$ cat config.mk
export PLATFORM = sky130hd
export DESIGN_NAME = vrrt_bounds
export DESIGN_NICKNAME = d
export VERILOG_FILES = /design/src/rtl/core/vrrt_pkg.sv /design/src/rtl/core/vrrt_bounds.sv
export SDC_FILE = /design/constraint.sdc
export NUM_CORES = 2
export LEC_CHECK = 0
export BUFFER_PORTS_ARGS = -buffer_cell sky130_fd_sc_hd__buf_2
export CORE_UTILIZATION = 40
export DETAILED_ROUTE_END_ITERATION = 10
export GPL_ROUTABILITY_DRIVEN = 0
export PLACE_DENSITY_LB_ADDON = 0.08
export SLEW_MARGIN = 5
export SYNTH_ARGS = -nofsm -noshare
export SYNTH_HDL_FRONTEND = slang
export SYNTH_SLANG_ARGS = --single-unit
$ cat constraint.sdc
create_clock -name clk -period 8.7 [get_ports clk]
set_clock_uncertainty 0.1 [all_clocks]
set_input_delay 0.435 -clock clk [delete_from_list [all_inputs] [get_ports clk]]
set_output_delay 0.435 -clock clk [all_outputs]
set_load 0.01 [all_outputs]
$ cat src/rtl/core/vrrt_pkg.sv
// Shared types, codes and constants for the rectangle reservation table.
package vrrt_pkg;

    localparam int DEFAULT_TABLE_DEPTH = 256;
    localparam int CFG_DATA_W          = 26;
    localparam int CFG_INDEX_W         = 3;
    localparam int COUNT_W             = 9;
    localparam int BOUND_W             = 44;

    localparam logic [CFG_INDEX_W-1:0] CFG_REGION_X   = 3'd0;
    localparam logic [CFG_INDEX_W-1:0] CFG_REGION_Z   = 3'd1;
    localparam logic [CFG_INDEX_W-1:0] CFG_CHUNK_SIZE = 3'd2;
    localparam logic [CFG_INDEX_W-1:0] CFG_MAX_ENTRY  = 3'd3;

    localparam logic [7:0] OP_REMOVE = 8'd0;
    localparam logic [7:0] OP_PLACE  = 8'd1;

    typedef enum logic [2:0] {
        RSN_OK      = 3'd0,
        RSN_BADKEY  = 3'd1,
        RSN_MISSING = 3'd2,
        RSN_STALE   = 3'd3,
        RSN_INVALID = 3'd4,
        RSN_FULL    = 3'd5,
        RSN_OVERLAP = 3'd6
    } reason_t;

    typedef enum logic [1:0] {
        ST_IDLE,
        ST_SCAN,
        ST_DRAIN,
        ST_DECIDE
    } state_t;

    typedef struct packed {
        logic [63:0]        entry_key;
        logic [7:0]         op_flag;
        logic signed [31:0] corner_x;
        logic signed [31:0] corner_z;
        logic [15:0]        extent_x;
        logic [15:0]        extent_z;
        logic [63:0]        update_slot;
        logic [63:0]        content_revision;
        logic               content_is_blank;
    } req_t;

    typedef struct packed {
        logic               accepted;
        logic [2:0]         reject_reason;
        logic [63:0]        table_revision;
        logic [COUNT_W-1:0] entry_count;
    } rsp_t;

    typedef struct packed {
        logic [63:0]        key;
        logic signed [31:0] corner_x;
        logic signed [31:0] corner_z;
        logic [15:0]        extent_x;
        logic [15:0]        extent_z;
        logic [63:0]        update_slot;
        logic [63:0]        content_revision;
    } entry_t;

    // Write-side controls from the sequencer to the table store
    typedef struct packed {
        logic wr_en;
        logic live_set;
        logic live_clr;
    } store_cmd_t;

    typedef struct packed {
        logic signed [BOUND_W-1:0] min_x;
        logic signed [BOUND_W-1:0] max_x;
        logic signed [BOUND_W-1:0] min_z;
        logic signed [BOUND_W-1:0] max_z;
    } bounds_t;

    // Version order: update slot first, content revision when both slots are zero
    function automatic logic is_newer(input logic [63:0] nu, input logic [63:0] nr,
                                      input logic [63:0] pu, input logic [63:0] pr);
        logic res;
        if (nu != 64'd0 || pu != 64'd0)
            res = nu > pu;
        else
            res = nr > pr;
        return res;
    endfunction

endpackage

$ cat src/rtl/core/vrrt_bounds.sv
// Two-stage pipeline deriving region bounds in block coordinates.
module vrrt_bounds (
    input  logic                clk,
    input  logic signed [25:0]  span_x,
    input  logic signed [25:0]  span_z,
    input  logic [8:0]          chunk_size,
    output vrrt_pkg::bounds_t   bounds
);
    import vrrt_pkg::*;

    logic signed [33:0]      lo_x_reg, hi_x_reg, lo_z_reg, hi_z_reg;
    logic signed [33:0]      lo_x_next, lo_z_next;
    logic signed [BOUND_W-1:0] cs_ext;
    bounds_t                 bounds_reg;
    bounds_t                 bounds_next;

    // Chunk index range of the region
    always_comb
    begin
        lo_x_next = 34'(span_x) * 34'sd100;
        lo_z_next = 34'(span_z) * 34'sd100;
    end

    always_ff @(posedge clk)
    begin
        lo_x_reg <= lo_x_next;
        hi_x_reg <= lo_x_next + 34'sd100;
        lo_z_reg <= lo_z_next;
        hi_z_reg <= lo_z_next + 34'sd100;
    end

    // Scale to blocks
    always_comb
    begin
        cs_ext            = BOUND_W'($signed({1'b0, chunk_size}));
        bounds_next.min_x = BOUND_W'(lo_x_reg) * cs_ext;
        bounds_next.max_x = BOUND_W'(hi_x_reg) * cs_ext - 44'sd1;
        bounds_next.min_z = BOUND_W'(lo_z_reg) * cs_ext;
        bounds_next.max_z = BOUND_W'(hi_z_reg) * cs_ext - 44'sd1;
    end

    always_ff @(posedge clk)
    begin
        bounds_reg <= bounds_next;
    end

    assign bounds = bounds_reg;

endmodule

==> summary.md <==
| Metric | Value |
|---|---|
| Outcome | `complete, but fails checks` |
| Violated checks | `DRC` |
| Core Region | `133600 µm²` |
| Starting Density | `40.38%` |
| Synth Cell Area | `53960 µm²` |
| Critical path's largest stage delay | `0.69 ns` |
| Footprint of the multi-input gates | `41450 µm²` |
| CP Data Arrival Time | `7.35 ns` |
| NumNets Final | `7744` |
| Clk_lat worst skew | `0.63 ns` |
| Minimum clock period | `6.895 ns` |
| Minimum hold slack | `0.1308 ns` |
| First-pass DRT Iterations | `9` |
| Initial DRC Count | `1339` |
| Final worst-path cycle share | `79.25%` |
| GRT Total Usage | `20.65%` |
| Die ar. | `136400 µm²` |
| Drt wl/cell | `16.82 µm` |
| Post-synth top cells | `inv_1, fa_1, nand2_1, and2_1, ha_1` |
| Flip-flop count of the largest register after layout | `168` |
| Critical R2R Launch | `hi_z_reg[7]` |
| Critical R2R Capture | `bounds[38]` |
| R2r worst-path depth | `21` |
| Cells along the critical path | `buf_4 -> buf_4 -> nand2_1 -> fa_1 -> inv_1 -> fa_1 -> inv_1 -> fa_1 -> fa_1 -> fa_1 -> inv_1 -> ha_1 -> a21oi_1 -> o21ai_0 -> a221o_1 -> a211oi_1 -> o21ai_1 -> a31oi_1 -> a31oi_1 -> a311o_1 -> a21oi_1 -> xnor2_1` |
| First-pass GRT wire length | `224.5 mm` |
| # rows | `134` |
| Most frequent cell after synthesis | `inv_1` |
| Hold Startpoint | `span_z[3]` |
| Vias in the first global route | `42.66k` |
| Post-CTS sizing | `0` |
| Yosys Warn Count | `0` |
| Final Hold Fails | `0` |
| Netlist cell types | `93` |
| Detailed Place HPWL | `109.2 mm` |
| CTS Buffer Depth | `3` |
| Final WS setup | `1.805 ns` |
| Crit-path most repeated cell | `fa_1` |
| Yosys reg bits | `296` |
| Max-Cap Viols | `0` |
| Initial antenna violation count | `10` |
| Seq/Total Area, Yosys | `10.98%` |
| Worst-Margin Slew | `1.033 ns` |
| Register area | `5926 µm²` |
| Vias | `38.56k` |
| Hold Path Sink | `lo_z_reg[5]` |
| Clock transition at path regs | `0.07 ns` |
| Htree depth | `2` |
| Final wirelength | `134.1 mm` |
| Critical path capture point type | `flop` |
| Layout cell share with drive strength beyond 1 | `6.032%` |
| Crit path max fanout | `66` |
| TritonCTS Buffers | `41` |
| CTS tree | `done` |
| Crit path required time | `9.15 ns` |
| Highest Clock Rate | `0.1450 GHz` |
| Worst hold stages | `2` |
| Pre-CTS setup slack | `1.254 ns` |
| Fillers | `13.45k` |
| Area after DPL | `56740 µm²` |
| CP Launch Type | `input port` |
| Final Max Tran Viols | `0` |
| Die X | `369.3 µm` |
| Finished layout cell area | `58240 µm²` |
| R2r setup slk | `2.11 ns` |
| I/O pin count | `238` |
| Async SR Flop Fraction | `0%` |
| Number of enable flip-flop cells after synthesis | `0` |
| Relative slew slack | `31.13%` |
| Hold Path Class | `in2reg` |
| Root buffer cell | `clkbuf_16` |
| CP Class | `in2reg` |
| Top FF cell, synth | `dfxtp_1` |
| RSZ-0062 raised after global routing | `false` |
| Area growth syn-to-layout | `7.944%` |
| Synth top area share | `39.62%` |
| Vias per inst | `4.836` |
| Post-route ant nets | `0` |
| Pin count of the biggest net entering global routing | `71` |
| Critical path's slowest cell | `buf_4` |
| Synth Area per Inst | `8.879 µm²` |
| CTS Sinks | `296` |
| Synth area leaders | `fa_1, dfxtp_1, inv_1` |
| Post-synthesis cell count | `6077` |
| Yosys top cell by area | `fa_1` |
| Vert. Die Dim | `369.3 µm` |
| IO buf count | `229` |
| Fin Setup TNS | `0 ns` |
| Grt ovf | `0` |
| DRC errors left | `32` |
| Final setup fails | `0` |
-- cell type report --
type                       instances  area share (%)
antenna                            5         0.02148
clock buffer                      55           2.009
clock inverter                    19          0.4318
inverter                        1518           9.783
multi-input combinational       4047           71.17
sequential                       296           10.17
tap                             1768           3.798
timing repair buffer             265           2.614
-- metal layers --
metal,GRT usage [%],vias up,wire [µm]
met1,24.55,19620,55270
met4,5.681,2,3503
met5,0,-,7
li1,-,18330,-
met3,2.134,145,3906
met2,38.98,470,71380
-- critical path, delay by kind of cell --
kind / cells / cell delay (ns)
AO/OA/AOI/OAI: 9 / 2.52
AND/OR/NAND/NOR: 1 / 0.11
XOR/XNOR: 1 / 0.14
buffers and inverters: 5 / 1.21
adder cells (fa/ha/maj): 6 / 2.81
-- logic make-up after synthesis --
| logic type | count (synthesis) | synth area share (%) |
|---|---|---|
| buffers and inverters | 1740 | 12.24 |
| AND/OR/NAND/NOR | 1666 | 15.25 |
| adder cells (fa/ha/maj) | 1513 | 49.94 |
| AO/OA/AOI/OAI | 589 | 7.110 |
| flip-flops | 296 | 10.98 |
| XOR/XNOR | 268 | 4.406 |
| multiplexers | 3 | 0.05565 |
| other | 2 | 0.01392 |
-- through the flow --
stage / std cells / utilization, %
global placement: 7887 / 42.46
CTS: 7968 / 43.58
floorplan: 6083 / -
global route: 7969 / 43.58
detailed placement: 7887 / 42.46
finish: 7973 / 43.59
-- layout by cell type, fill, tap and decap left out, drive strengths merged, types with 55 or more instances in the layout --
| cell | Yosys | final |
|---|---|---|
| a21o | 97 | 97 |
| a21oi | 185 | 185 |
| and2 | 475 | 475 |
| buf | 44 | 258 |
| clkbuf | 178 | 55 |
| dfxtp | 296 | 296 |
| fa | 1068 | 1068 |
| ha | 445 | 445 |
| inv | 1518 | 1521 |
| nand2 | 779 | 779 |
| nor2 | 131 | 131 |
| o21ai | 104 | 104 |
| xnor2 | 187 | 187 |
| xor2 | 81 | 81 |
-- worst max path at each step --
| stage | depth (start not counted) | to | from |
|---|---|---|---|
| 6_report | 22 | bounds[38] | chunk_size[4] |
| 5_1_grt | 22 | bounds[87] | chunk_size[4] |
| 4_1_cts | 22 | bounds[38] | chunk_size[4] |
| 3_5_place_dp | 22 | bounds[80] | chunk_size[4] |
| 3_3_place_gp | 22 | bounds[87] | chunk_size[4] |
| 2_1_floorplan | 22 | bounds[80] | chunk_size[4] |
-- what timing repair did --
| action | in CTS | in global routing |
|---|---|---|
| hold buffers | 7 | 0 |
| endpoints found under the hold margin | 11 | 0 |
| setup endpoints to repair | 0 | 0 |
| setup buffers | 0 | 0 |
Power is not shown: default switching activity piles up to over one toggle a cycle in this logic, so the estimate is an artifact.
